[config.mk]
export PLATFORM = sky130hd
export DESIGN_NAME = strided_line_run_length_encoder_flat
export DESIGN_NICKNAME = d
export VERILOG_FILES = /design/src/hdl/slrle_pkg.sv /design/src/hdl/slrle_sample_if.sv /design/src/hdl/slrle_run_if.sv /design/src/hdl/strided_line_run_length_encoder.sv /design/src/flat_wrapper.sv
export VERILOG_INCLUDE_DIRS = /design/src /design/src/hdl
export SDC_FILE = /design/constraint.sdc
export NUM_CORES = 1
export LEC_CHECK = 0
export BUFFER_PORTS_ARGS = -buffer_cell sky130_fd_sc_hd__buf_2
export CORE_MARGIN = 8
export CORE_UTILIZATION = 40
export CTS_BUF_LIST = sky130_fd_sc_hd__clkbuf_16
export DETAILED_ROUTE_END_ITERATION = 12
export MAX_ROUTING_LAYER = met4
export PLACE_DENSITY = 0.54
export REMOVE_ABC_BUFFERS = 1
export SKIP_CTS_REPAIR_TIMING = 1
export SYNTH_ARGS = -nofsm -noshare
export SYNTH_HDL_FRONTEND = slang
export SYNTH_SLANG_ARGS = --single-unit
[constraint.sdc]
create_clock -name clk -period 8.46 [get_ports clk]
set_input_delay 0.846 -clock clk [delete_from_list [all_inputs] [get_ports clk]]
set_output_delay 0.846 -clock clk [all_outputs]
set_load 0.05 [all_outputs]
[src/hdl/assert_macros.svh]
// ----------------------------------------------------------------------------
// Assertion macros
// Shared concurrent assertion forms for the run-length encoder RTL.
// ----------------------------------------------------------------------------
`ifndef ASSERT_MACROS_SVH
`define ASSERT_MACROS_SVH

// Same-cycle implication, disabled during reset.
`define ASSERT_IMPL(label, clk, rst_n, ante, cons) \
	label: assert property (@(posedge clk) disable iff (!(rst_n)) (ante) |-> (cons)) \
		else $error("assertion failed: same-cycle implication");

// Next-cycle implication, disabled during reset.
`define ASSERT_NEXT(label, clk, rst_n, ante, cons) \
	label: assert property (@(posedge clk) disable iff (!(rst_n)) (ante) |=> (cons)) \
		else $error("assertion failed: next-cycle implication");

`endif

[src/hdl/slrle_pkg.sv]
// ----------------------------------------------------------------------------
// slrle_pkg
// Types and constants of the strided line run-length encoder.
// ----------------------------------------------------------------------------
package slrle_pkg;

	localparam int unsigned FIELD_W   = 16;
	localparam int unsigned CFG_IDX_W = 1;

	// register indexes of the configuration port
	localparam logic [CFG_IDX_W-1:0] REG_LINE_TOTAL  = 1'b0;
	localparam logic [CFG_IDX_W-1:0] REG_LINE_LENGTH = 1'b1;

	typedef logic [FIELD_W-1:0] word_t;

	// one closed run as it leaves the block
	typedef struct packed {
		word_t run_value;
		word_t run_length;
		word_t run_start;
		logic  final_of_burst;
	} run_t;

endpackage

[src/hdl/slrle_sample_if.sv]
// ----------------------------------------------------------------------------
// slrle_sample_if
// Valid/ready channel carrying one sample per request.
// ----------------------------------------------------------------------------
interface slrle_sample_if;
	logic                valid;
	logic                ready;
	slrle_pkg::word_t    sample;

	modport source (output valid, output sample, input ready);
	modport sink   (input valid, input sample, output ready);
endinterface

[src/hdl/slrle_run_if.sv]
// ----------------------------------------------------------------------------
// slrle_run_if
// Valid/ready channel carrying one closed run per request.
// ----------------------------------------------------------------------------
interface slrle_run_if;
	logic                valid;
	logic                ready;
	slrle_pkg::word_t    run_value;
	slrle_pkg::word_t    run_length;
	slrle_pkg::word_t    run_start;
	logic                final_of_burst;

	modport source (output valid, output run_value, output run_length,
		output run_start, output final_of_burst, input ready);
	modport sink   (input valid, input run_value, input run_length,
		input run_start, input final_of_burst, output ready);
endinterface

[src/hdl/strided_line_run_length_encoder.sv]
// ----------------------------------------------------------------------------
// strided_line_run_length_encoder
// Run-length encoder over lines of samples with strided linear positions.
// ----------------------------------------------------------------------------
// A new sample request is taken in every cycle while the four-entry result
// queue has room for two runs, so the sustained rate is one sample per cycle
// as long as the run side drains at least one run per cycle on average. Each
// sample closes zero, one or two runs; a sample closing two runs fills two
// queue slots at once, and the run side drains at most one run per cycle, so a burst
// of such samples slows the sample side to the drain rate of the queue's
// single read port. The run state (held value, count, start, line and row
// counters, strided position) updates in the cycle the sample is taken, and
// its closed runs appear on the run channel from the following cycle at the earliest.
// No clearing pass is needed after reset. Write line_total and line_length
// only while the block is idle.
// ----------------------------------------------------------------------------
`include "assert_macros.svh"

module strided_line_run_length_encoder #(
	parameter int unsigned SAMPLE_BITS = 16
) (
	input  logic                                 clk,
	input  logic                                 arst_n,
	input  logic                                 cfg_we,
	input  logic [slrle_pkg::CFG_IDX_W-1:0]      cfg_index,
	input  slrle_pkg::word_t                     cfg_data,
	slrle_sample_if.sink                         samples,
	slrle_run_if.source                          runs
);

	// Only the low bits of a sample that fit both the port and SAMPLE_BITS count.
	localparam int unsigned HB = (SAMPLE_BITS < slrle_pkg::FIELD_W) ?
		SAMPLE_BITS : slrle_pkg::FIELD_W;
	localparam int unsigned DEPTH = 4;
	localparam int unsigned PTR_W = $clog2(DEPTH);
	localparam int unsigned CNT_W = $clog2(DEPTH + 1);
	localparam int unsigned FW    = slrle_pkg::FIELD_W;

	// configuration
	slrle_pkg::word_t line_total_q;
	slrle_pkg::word_t line_length_q;

	// open run and position state
	logic [HB-1:0]    held_q;
	slrle_pkg::word_t count_q;
	slrle_pkg::word_t start_q;
	slrle_pkg::word_t line_q;
	slrle_pkg::word_t row_q;
	slrle_pkg::word_t pos_q;

	// result queue
	slrle_pkg::run_t  queue_q [DEPTH];
	logic [PTR_W-1:0] wr_ptr_q;
	logic [PTR_W-1:0] rd_ptr_q;
	logic [CNT_W-1:0] cnt_q;

	logic             accept;
	logic             pop;
	logic [HB-1:0]    s;
	logic             row0;
	logic             change;
	logic             line_end;
	logic             frame_end;
	slrle_pkg::word_t pos_new;
	logic [HB-1:0]    held_new;
	slrle_pkg::word_t count_new;
	slrle_pkg::word_t start_new;
	slrle_pkg::word_t row_new;
	slrle_pkg::word_t line_new;
	slrle_pkg::run_t  res_a;
	slrle_pkg::run_t  res_b;
	logic             push_a;
	logic             push_b;
	logic [CNT_W-1:0] n_push;
	slrle_pkg::run_t  head;

	// Take a sample only when two free slots are guaranteed.
	assign samples.ready = (cnt_q <= CNT_W'(DEPTH - 2));
	assign accept        = samples.valid && samples.ready;
	assign pop           = runs.valid && runs.ready;

	always_comb begin
		s      = samples.sample[HB-1:0];
		row0   = (row_q == '0);
		// First sample of a line sits at the line number; later ones step by the stride.
		pos_new = row0 ? line_q : pos_q + line_total_q;
		change  = !row0 && (s != held_q);

		// The run closed by a value change reports the old state.
		res_a.run_value      = FW'(held_q);
		res_a.run_length     = count_q;
		res_a.run_start      = start_q;

		if (row0 || change) begin
			held_new  = s;
			start_new = pos_new + FW'(1);
			count_new = FW'(1);
		end else begin
			held_new  = held_q;
			start_new = start_q;
			count_new = count_q + FW'(1);
		end

		// Compare one bit wider so a full-scale count does not wrap.
		line_end  = ({1'b0, row_q} + 17'd1) >= {1'b0, line_length_q};
		frame_end = ({1'b0, line_q} + 17'd1) >= {1'b0, line_total_q};

		// Line end closes whatever run is open after this sample.
		res_b.run_value      = FW'(held_new);
		res_b.run_length     = count_new;
		res_b.run_start      = start_new;
		res_b.final_of_burst = 1'b1;
		res_a.final_of_burst = !line_end;

		if (line_end) begin
			row_new  = '0;
			line_new = frame_end ? '0 : line_q + FW'(1);
		end else begin
			row_new  = row_q + FW'(1);
			line_new = line_q;
		end

		push_a = accept && change;
		push_b = accept && line_end;
		n_push = CNT_W'(push_a) + CNT_W'(push_b);
	end

	always_ff @(posedge clk or negedge arst_n) begin
		if (!arst_n) begin
			line_total_q  <= FW'(1);
			line_length_q <= FW'(1);
		end else if (cfg_we) begin
			unique case (cfg_index)
				slrle_pkg::REG_LINE_TOTAL:  line_total_q  <= cfg_data;
				slrle_pkg::REG_LINE_LENGTH: line_length_q <= cfg_data;
			endcase
		end
	end

	always_ff @(posedge clk or negedge arst_n) begin
		if (!arst_n) begin
			held_q  <= '0;
			count_q <= '0;
			start_q <= '0;
			line_q  <= '0;
			row_q   <= '0;
			pos_q   <= '0;
		end else if (accept) begin
			held_q  <= held_new;
			count_q <= count_new;
			start_q <= start_new;
			line_q  <= line_new;
			row_q   <= row_new;
			pos_q   <= pos_new;
		end
	end

	// Push the change run first, then the line-end run behind it.
	always_ff @(posedge clk) begin
		if (push_a) begin
			queue_q[wr_ptr_q] <= res_a;
		end else if (push_b) begin
			queue_q[wr_ptr_q] <= res_b;
		end
		if (push_a && push_b) begin
			queue_q[wr_ptr_q + PTR_W'(1)] <= res_b;
		end
	end

	always_ff @(posedge clk or negedge arst_n) begin
		if (!arst_n) begin
			wr_ptr_q <= '0;
			rd_ptr_q <= '0;
			cnt_q    <= '0;
		end else begin
			wr_ptr_q <= wr_ptr_q + PTR_W'(n_push);
			if (pop) begin
				rd_ptr_q <= rd_ptr_q + PTR_W'(1);
			end
			cnt_q <= cnt_q + n_push - CNT_W'(pop);
		end
	end

	assign head                = queue_q[rd_ptr_q];
	assign runs.valid          = (cnt_q != '0);
	assign runs.run_value      = head.run_value;
	assign runs.run_length     = head.run_length;
	assign runs.run_start      = head.run_start;
	assign runs.final_of_burst = head.final_of_burst;

	// Queue never overflows.
	`ASSERT_IMPL(a_cnt_bound, clk, arst_n, 1'b1, cnt_q <= CNT_W'(DEPTH))
	// A sample is only taken with room for a full burst.
	`ASSERT_IMPL(a_room_on_accept, clk, arst_n, accept, cnt_q <= CNT_W'(DEPTH - 2))
	// A non-final run always has its partner already queued behind it.
	`ASSERT_IMPL(a_partner_queued, clk, arst_n, runs.valid && !runs.final_of_burst,
		cnt_q >= CNT_W'(2))
	// A line-end sample restarts the row counter.
	`ASSERT_NEXT(a_row_restart, clk, arst_n, accept && line_end && !cfg_we, row_q == '0)

endmodule
[src/flat_wrapper.sv]
// flat-port wrapper written by rule: the top's interface ports become plain ports
module strided_line_run_length_encoder_flat 
#(
	parameter int unsigned SAMPLE_BITS = 16
)
  (clk, arst_n, cfg_we, cfg_index, cfg_data, samples_valid, samples_sample, samples_ready, runs_valid, runs_run_value, runs_run_length, runs_run_start, runs_final_of_burst, runs_ready);
  slrle_sample_if samples_i ();
  slrle_run_if runs_i ();
  input  logic clk;
  input  logic arst_n;
  input  logic cfg_we;
  input  logic [slrle_pkg::CFG_IDX_W-1:0] cfg_index;
  input  slrle_pkg::word_t cfg_data;
  input wire logic [$bits(samples_i.valid)-1:0] samples_valid;
  input wire logic [$bits(samples_i.sample)-1:0] samples_sample;
  output wire logic [$bits(samples_i.ready)-1:0] samples_ready;
  output wire logic [$bits(runs_i.valid)-1:0] runs_valid;
  output wire logic [$bits(runs_i.run_value)-1:0] runs_run_value;
  output wire logic [$bits(runs_i.run_length)-1:0] runs_run_length;
  output wire logic [$bits(runs_i.run_start)-1:0] runs_run_start;
  output wire logic [$bits(runs_i.final_of_burst)-1:0] runs_final_of_burst;
  input wire logic [$bits(runs_i.ready)-1:0] runs_ready;
  assign samples_i.valid = samples_valid;
  assign samples_i.sample = samples_sample;
  assign samples_ready = samples_i.ready;
  assign runs_valid = runs_i.valid;
  assign runs_run_value = runs_i.run_value;
  assign runs_run_length = runs_i.run_length;
  assign runs_run_start = runs_i.run_start;
  assign runs_final_of_burst = runs_i.final_of_burst;
  assign runs_i.ready = runs_ready;
  strided_line_run_length_encoder #(.SAMPLE_BITS(SAMPLE_BITS)) u_core (.clk(clk), .arst_n(arst_n), .cfg_we(cfg_we), .cfg_index(cfg_index), .cfg_data(cfg_data), .samples(samples_i), .runs(runs_i));
endmodule
==> After elaboration in Yosys (flattened, before gate mapping) <==
Memory sizes are Yosys's and may differ from the RTL's.
Index checks and enable logic that the tools add are counted.
{ "totals": {"mem_count": 1, "reg_bits": 135, "ramBits": 196, "inputBits": 38, "elab_cells": 59} }
{ "op_classes": {"bitwise_logic": 2, "order_cmp": 3, "add_sub_neg": 13, "reduce_logical": 14, "muxes": 14, "eq_ne": 1} }
{ "mem_list": {"columns": ["memory", "depth", "width", "rd", "rd_clocked_by_memory_dff", "write_ports", "line_no", "rtl"], "rows": [
  ["u_core.queue_q", 4, 49, 1, 0, 2, "strided_line_run_length_encoder.sv:52", "slrle_pkg::run_t queue_q [DEPTH];"]
]} }
{ "ops": {"columns": ["op", "n"], "rows": [
  ["16-bit 2-to-1 mux", 6],
  ["16-bit by 1-bit adder with 16-bit output (second input constant)", 4],
  ["49-bit 2-to-1 mux", 1],
  ["16-bit by 1-bit adder with 17-bit output (second input constant)", 2],
  ["17-bit by 16-bit greater-or-equal comparator with 1-bit output", 2],
  ["16-bit adder", 1],
  ["16-bit zero test", 1],
  ["16-bit != test", 1],
  ["1-bit 2-to-1 mux", 7],
  ["1-bit logical AND", 6],
  ["2-bit AND reduction", 3],
  ["2-bit by 1-bit adder with 2-bit output (second input constant)", 2],
  ["3-bit adder", 1],
  ["3-bit by 2-bit less-or-equal comparator with 1-bit output (second input constant)", 1],
  ["3-bit nonzero test", 1],
  ["3-bit by 1-bit subtractor with 3-bit output", 1],
  ["1-bit by 1-bit adder with 2-bit output", 1],
  ["2-bit adder", 1],
  ["1-bit zero test", 2],
  ["1-bit logical OR", 1],
  ["1-bit inverter", 1],
  ["1-bit bitwise OR", 1]
]} }

==> Longest topological paths before layout <==
Gate-level depths: netlist of the first run.
{ "logic_depth": {"depth_word": 7, "depth_mapped": 30} }

==> Worst setup path after synthesis of the first run <==
OpenSTA, ideal clock, no wires.
{ "synth_timing": {"kind": "register to register", "start": "reg u_core.row_q[0]", "end": "mem u_core.queue_q[3][10] (netlist bit) (enable)", "t_arrival_ns": 6.974, "period_less_slack_ns": 7.504, "setup_slack_ns": 0.956, "setup_ns": 0.530, "required_ns": 7.930, "path_stages_with_launch": 21, "path_cell_list": "dfrtp_1 > ha_1 > nand3_1 > inv_1 > nand3_1 > nor2_1 > nand2_1 > xnor2_1 > ha_1 > a21o_1 > a21o_1 > a21oi_1 > nand2_1 > o2111ai_1 > o21ai_1 > o21ai_1 > buf_2 > buf_1 > ha_1 > nand2b_1 > a21boi_0"} }
{ "synth_rtl": {"columns": ["item", "line_no", "rtl"], "rows": [
  ["start: declaration", "strided_line_run_length_encoder.sv:48", "slrle_pkg::word_t row_q;"],
  ["start signal: assignment", "strided_line_run_length_encoder.sv:153", "row_q <= row_new;"],
  ["end: declaration", "strided_line_run_length_encoder.sv:52", null]
]} }

==> summary.md, run 1 <==
| Metric | Value |
|---|---|
| Synth cell count leaders | nand2_1 (277), edfxtp_1 (192), o21ai_0 (145) |
| Synth Register Bits | 331 |
| Static Leak | 7.990 nW |
| Worst hold-check path type | primary input to asynchronous set/reset pin |
| DRT iter0 DRCs | 844 |
| Synth top area share | 32.22% |
| Fillcell total | 4062 |
| DP Wirelength | 31.29 mm |
| R2r startpoint | u_core.row_q[0]$_DFFE_PN0P_ |
| Post-Synthesis Cells | 1616 |
| Synth Area in Simple Gates | 12.10% |
| Root Driver | clkbuf_16 |
| Layout Cell Area excl Fill | 0.02012 mm² |
| TritonCTS clock tree | done |
| CP max stage delay | 0.51 ns |
| CP Launch Type | register |
| DP Area | 0.01890 mm² |
| Number of buffers created by CTS | 39 |
| R2R Setup Slk | 2.01 ns |
| Slowest-stage cell, CP | clkinv_1 |
| Highest clock rate | 0.1550 GHz |
| Top Ports | 89 |
| Worst-path maximum fanout | 27 |
| Crit path from | u_core.row_q[0]$_DFFE_PN0P_ |
| Post-synthesis cell area | 0.01789 mm² |
| Largest family of logic cells by synthesized area | compound AO/OA/AOI/OAI gates |
| CP Class | register to register |
| Final setup viols | 0 |
| DRT Pass-1 Iters | 8 |
| Top reg by flops | u_core.queue_q |
| Fin. Hold Viols | 0 |
| Avg Inst Size Synth | 11.07 µm² |
| Max_cap viols | 0 |
| Synth Area in Compound Gates | 15.92% |
| Status | complete, no violations |
| EDFF count, synth | 192 |
| Vias | 12820 |
| Residual DRC | 0 |
| Relative max-transition margin | 15.90% |
| Layout area overhead | 12.45% |
| Vias in the first global route | 13220 |
| Initial antenna violation count | 0 |
| Placeable core area | 0.04422 mm² |
| Critical path endpoint category | register |
| Final min period | 6.450 ns |
| Drt total wl | 48.17 mm |
| Die width | 227.5 µm |
| ANT nets after route | 0 |
| Wire length per cell | 21.04 µm |
| Worst Skew | 0.01692 ns |
| Clock buffer depth | 3 |
| CP required | 8.87 ns |
| Largest area contributor in the netlist | edfxtp_1 |
| Library cells used by synthesis | 78 |
| Global-route wire length before repair | 75.28 mm |
| Vert. Die Dim | 227.5 µm |
| Sequential area share after synthesis | 51.56% |
| Peak VDD IR | 0.2090 mV |
| Worst Reg2Reg Path Length in Cells | 29 |
| Worst-path clk slew | 0.06 ns |
| Top post-synthesis cells by area | edfxtp_1 (32%), dfrtp_1 (19%), mux4_2 (6.2%), a22o_1 (6.0%), nand2_1 (5.8%) |
| Initial Utilization | 40.47% |
| Most used cell, CP | nand2_1 |
| Power Density | 328.0 mW/mm² |
| Fin crit share | 76.25% |
| Primary FF master, synth | edfxtp_1 |
| Diodes inserted | 0 |
| Post-synthesis mux area share | 8.635% |
| Die area | 0.05176 mm² |
| Slew @ Worst Pin | 1.259 ns |
| R2r endpoint | u_core.queue_q[3][15]$_DFFE_PP_ |
| Layout net count | 1765 |
| XOR/XNOR Fraction of Synth Area | 3.804% |
| Placer congestion estimate | 0.8166 |
| Synth warnings | 0 |
| Worst Path Arrival | 6.86 ns |
| Gr ovfl total | 0 |
| Layout cells sized above 1 | 16.62% |
| Pin count of the biggest net entering global routing | 89 |
| Clock sink count | 331 |
| Row Count | 77 |
| Vias per inst | 5.600 |
| Latest clock arrival within the worst-skew pair | 0.57 ns |
| End point of the critical path | u_core.queue_q[3][15]$_DFFE_PP_ |
| Most common cell in the synthesized netlist | nand2_1 |
| CTS HTree Levels | 2 |
| Synth async-reset ratio | 40.79% |
| Global Route Usage Sum | 19.30% |
| TNS Setup | 0 ns |
| PortBufs | 88 |
| Fin. max-slew vios | 0 |
| RSZ-0062 raised after global routing | false |
| Adder-cell area share of the yosys netlist | 4.349% |
| Max reg flops | 196 |
layout by cell type, fill, tap and decap left out, types with 7 or more instances in the layout:
| cell type | synthesis | layout |
|---|---|---|
| nand4_1 | 16 | 16 |
| nand2b_1 | 10 | 10 |
| xor2_1 | 37 | 37 |
| edfxtp_1 | 192 | 192 |
| a21o_1 | 19 | 18 |
| buf_4 | 0 | 24 |
| buf_2 | 9 | 87 |
| xnor2_1 | 37 | 37 |
| o22ai_1 | 11 | 11 |
| mux2_2 | 25 | 25 |
| mux4_2 | 49 | 49 |
| inv_1 | 58 | 66 |
| o21ai_1 | 16 | 15 |
| a22o_1 | 123 | 123 |
| nor3_1 | 14 | 13 |
| nor2_1 | 78 | 77 |
| nor4_1 | 8 | 7 |
| ha_1 | 59 | 59 |
| clkbuf_16 | 0 | 39 |
| clkinv_1 | 1 | 13 |
| nand2_1 | 277 | 276 |
| and3_1 | 7 | 7 |
| a21oi_1 | 39 | 39 |
| nand3_1 | 30 | 30 |
| o21ai_0 | 145 | 145 |
| mux2i_1 | 16 | 16 |
| dfrtp_1 | 133 | 131 |
worst min-delay path by stage:
stage / startpoint / to / depth (start not counted)
detailed placement: u_core.pos_q[9]$_DFFE_PN0P_ / u_core.pos_q[9]$_DFFE_PN0P_ / 2
global route: arst_n / u_core.line_length_q[14]$_DFFE_PN0P_ / 1
CTS: arst_n / u_core.line_length_q[14]$_DFFE_PN0P_ / 1
finish: arst_n / u_core.line_length_q[14]$_DFFE_PN0P_ / 1
floorplan: u_core.pos_q[8]$_DFFE_PN0P_ / u_core.pos_q[8]$_DFFE_PN0P_ / 2
global placement: u_core.pos_q[9]$_DFFE_PN0P_ / u_core.pos_q[9]$_DFFE_PN0P_ / 2
kinds of logic (layout without fill, tap and decap cells):
family,Yosys count,in the layout
multiplexers,90,90
AO/OA/AOI/OAI,414,414
XOR/XNOR,76,76
flip-flops,331,331
adder cells (fa/ha/maj),61,61
buffers and inverters,162,243
AND/OR/NAND/NOR,482,482
where the power goes:
part	leakage (nW)	switching, mW	internal, mW
clock	0.637	0.696	0.937
sequential	3.46	0.298	2.04
combinational	3.89	1.76	0.874
worst max-delay path, delay by kind of cell (launching register included):
kind,cells,cell delay [ns]
and+or+nand+nor,11,1.68
AOI/OAI and AO/OA,8,1.58
adders and majority gates,3,0.71
buffers and inverters,6,1.68
DFF,1,0.45
xor gates and xnor gates,1,0.16
final cells by class:
type	count	area, µm²	area share [%]
clock inverters	33	247.7	1.231
clock buffers	39	975.9	4.850
flip-flops and latches	331	9231	45.87
inverters	59	221.5	1.101
multi-input cells	1123	8079	40.15
well taps	592	740.7	3.681
repair buffers	112	626.9	3.115
routing by layer:
layer | up-vias | global-route usage (%) | wire length [µm]
met5 | - | - | 0
met4 | 0 | 6.126 | 1441
met3 | 92 | 3.336 | 2442
met2 | 335 | 32.88 | 24020
met1 | 6333 | 23.17 | 20270
li1 | 6058 | - | -
through the flow:
step                cells  hold WS, ns  setup WS [ns]  util [%]  total power [mW]
floorplan            1513       0.4453         0.8512         -             4.261
global placement     2217       0.4712          2.254     42.74             4.984
detailed placement   2217       0.4733          2.098     42.74             5.029
CTS                  2289       0.3236          2.066     45.51             6.680
global route         2289       0.3534          1.374     45.51             6.975
finish               2289       0.2981          2.010     45.51             6.600
Power figures use the tool's default switching activity.
==> run 2, diff against run 1 <==
- clock period: 8.46 -> 6.4 ns (I/O delays scaled with it)
==> run 2 against run 1 <==
  * Clock power is 38% higher
  * Maximum frequency up 10%
  * Final cell count rose by 0.31%
  * Sequential power up 33%
  * Critical endpoint is now u_core.queue_q[1][19]$_DFFE_PP_
  * Largest cell class unchanged
==> summary.md, run 2 (synthesis results as in run 1) <==
| Metric | Value |
|---|---|
| Status | complete, no violations |
| Crit path from | u_core.row_q[0]$_DFFE_PN0P_ |
| Row Count | 77 (unchanged) |
| Vert. Die Dim | 227.5 µm (unchanged) |
| Placer congestion estimate | 0.8490 (+4.0%) |
| Layout area overhead | 13.08% |
| Static Leak | 8.033 nW (+0.54%) |
| Residual DRC | 0 (unchanged) |
| Layout cells sized above 1 | 17.38% (+0.76 points) |
| PortBufs | 88 (unchanged) |
| Worst hold-check path type | primary input to asynchronous set/reset pin |
| Top reg by flops | u_core.queue_q |
| Fin. Hold Viols | 0 (unchanged) |
| DRT iter0 DRCs | 807 (-4.4%) |
| Vias | 12880 (+0.51%) |
| ANT nets after route | 0 (unchanged) |
| Relative max-transition margin | 34.34% (+18 points) |
| Buf+Inv Stages, Crit Path | 3 (-3) |
| Most frequent cells in the layout | nand2_1 (276), edfxtp_1 (192), o21ai_0 (145) |
| Worst Skew | 0.01443 ns (-0.002490 ns) |
| TritonCTS clock tree | done |
| Fin crit share | 91.28% (+15 points) |
| Pin count of the biggest net entering global routing | 89 (unchanged) |
| Worst Path Arrival | 6.07 ns (-0.79 ns) |
| Highest clock rate | 0.1712 GHz (+10%) |
| Clock buffer depth | 3 (unchanged) |
| CP max stage delay | 0.62 ns (+0.11 ns) |
| Non-filler cells, final | 2296 (+0.31%) |
| Global-route wire length before repair | 75.20 mm (-0.11%) |
| Critical path endpoint category | register |
| Drt total wl | 48.24 mm (+0.15%) |
| DRT Pass-1 Iters | 5 (-3) |
| Worst-path maximum fanout | 29 (+7.4%) |
| Crit-path cells | ha_1 -> nand3_1 -> inv_1 -> nand3_1 -> nor2_1 -> nand2_1 -> xnor2_1 -> ha_1 -> a21o_1 -> a21o_1 -> a21oi_1 -> nand2_1 -> o2111ai_1 -> o21ai_1 -> o21ai_1 -> ha_1 -> nand2b_1 -> nor2_1 -> nor2_1 -> inv_2 -> buf_4 |
| Number of buffers created by CTS | 39 (unchanged) |
| Power Density | 436.2 mW/mm² (+33%) |
| CP Class | register to register |
| RSZ-0062 raised after global routing | false |
| Peak VDD IR | 0.2326 mV (+11%) |
| Initial Utilization | 40.47% (unchanged) |
| Wire length per cell | 21.01 µm (-0.16%) |
| Global Route Usage Sum | 19.30% (about the same) |
| R2R Setup Slk | 0.56 ns (-1.45 ns) |
| Gr ovfl total | 0 (unchanged) |
| DP Wirelength | 31.28 mm (about the same) |
| Top Ports | 89 (unchanged) |
| Final min period | 5.842 ns (-0.6086 ns) |
| R2r startpoint | u_core.row_q[0]$_DFFE_PN0P_ |
| Initial antenna violation count | 1 (+1) |
| CP required | 6.63 ns (-2.24 ns) |
| Max reg flops | 196 (unchanged) |
| Slowest-stage cell, CP | inv_2 |
| Max_cap viols | 0 (unchanged) |
| Die area | 0.05176 mm² (unchanged) |
| Latest clock arrival within the worst-skew pair | 0.56 ns (about the same) |
| Tot Pwr | 8.826 mW (+34%) |
| Root Driver | clkbuf_16 |
| CP Launch Type | register |
| Placeable core area | 0.04422 mm² (unchanged) |
| CTS HTree Levels | 2 (unchanged) |
| Placed cell count | 2223 (+0.27%) |
| Vias in the first global route | 13220 (-0.0076%) |
| CP delay by family, top | simple AND/OR/NAND/NOR gates |
| Clock sink count | 331 (unchanged) |
| Layout net count | 1771 (+0.34%) |
| Worst-path clk slew | 0.06 ns (about the same) |
| Layout Cell Area excl Fill | 0.02023 mm² (+0.55%) |
| Fin. max-slew vios | 0 (unchanged) |
| Vias per inst | 5.611 (+0.21%) |
| DP Area | 0.01894 mm² (+0.24%) |
| Final setup viols | 0 (unchanged) |
| Die width | 227.5 µm (unchanged) |
| Slew @ Worst Pin | 0.9849 ns (-0.2736 ns) |
| Commonest non-fill, non-tap cell in the layout | nand2_1 |
run 2: path summary, 6_finish.rpt:
kind,endpoint,cells after the start
max reg2reg,u_core.queue_q[1][19]$_DFFE_PP_,21
min in group clk,u_core.line_total_q[14]$_DFFE_PN0P_,3
min,u_core.line_length_q[14]$_DFFE_PN0P_,1
max in group asynchronous,u_core.rd_ptr_q[0]$_DFFE_PN0P_,2
max,u_core.queue_q[1][19]$_DFFE_PP_,21
min reg2reg,u_core.queue_q[3][0]$_SDFFE_PP1P_,2
run 2: through the flow:
stage	hold slack (ns)	TNS (ns)	setup WS (ns)	util, %
finish	0.1383	0	0.5582	45.76
global route	0.1899	0	0.07586	45.76
CTS	0.1569	0	0.5728	45.75
detailed placement	0.4772	0	0.5962	42.84
global placement	0.4683	0	0.7459	42.84
floorplan	0.3444	-179.51	-1.209	-
run 2: layout make-up:
cell class | count | area (µm²)
clock inverters | 32 | 286.5
diodes | 1 | 2.502
inverters | 59 | 221.5
fillers | 4076 | 23990
repair buffers | 118 | 671.9
multi-input cells | 1123 | 8079
clock buffers | 40 | 1001
flip-flops and latches | 331 | 9231
well taps | 592 | 740.7
run 2: report_power, final:
group          internal, mW  switching (mW)  leakage [nW]
Combinational          1.16            2.32          3.92
Sequential             2.69           0.402          3.46
Clock                  1.31           0.939         0.649
Total                  5.17            3.66          8.03
run 2: layer usage:
layer  vias to the layer above  part of all wire, %  global-route usage [%]
li1                       6077                    -                       -
met2                       337                   50                   32.57
met1                      6377                   42                   23.22
met3                        93                  4.8                   3.027
met4                         0                  3.0                   7.161
met5                         -                    0                       -
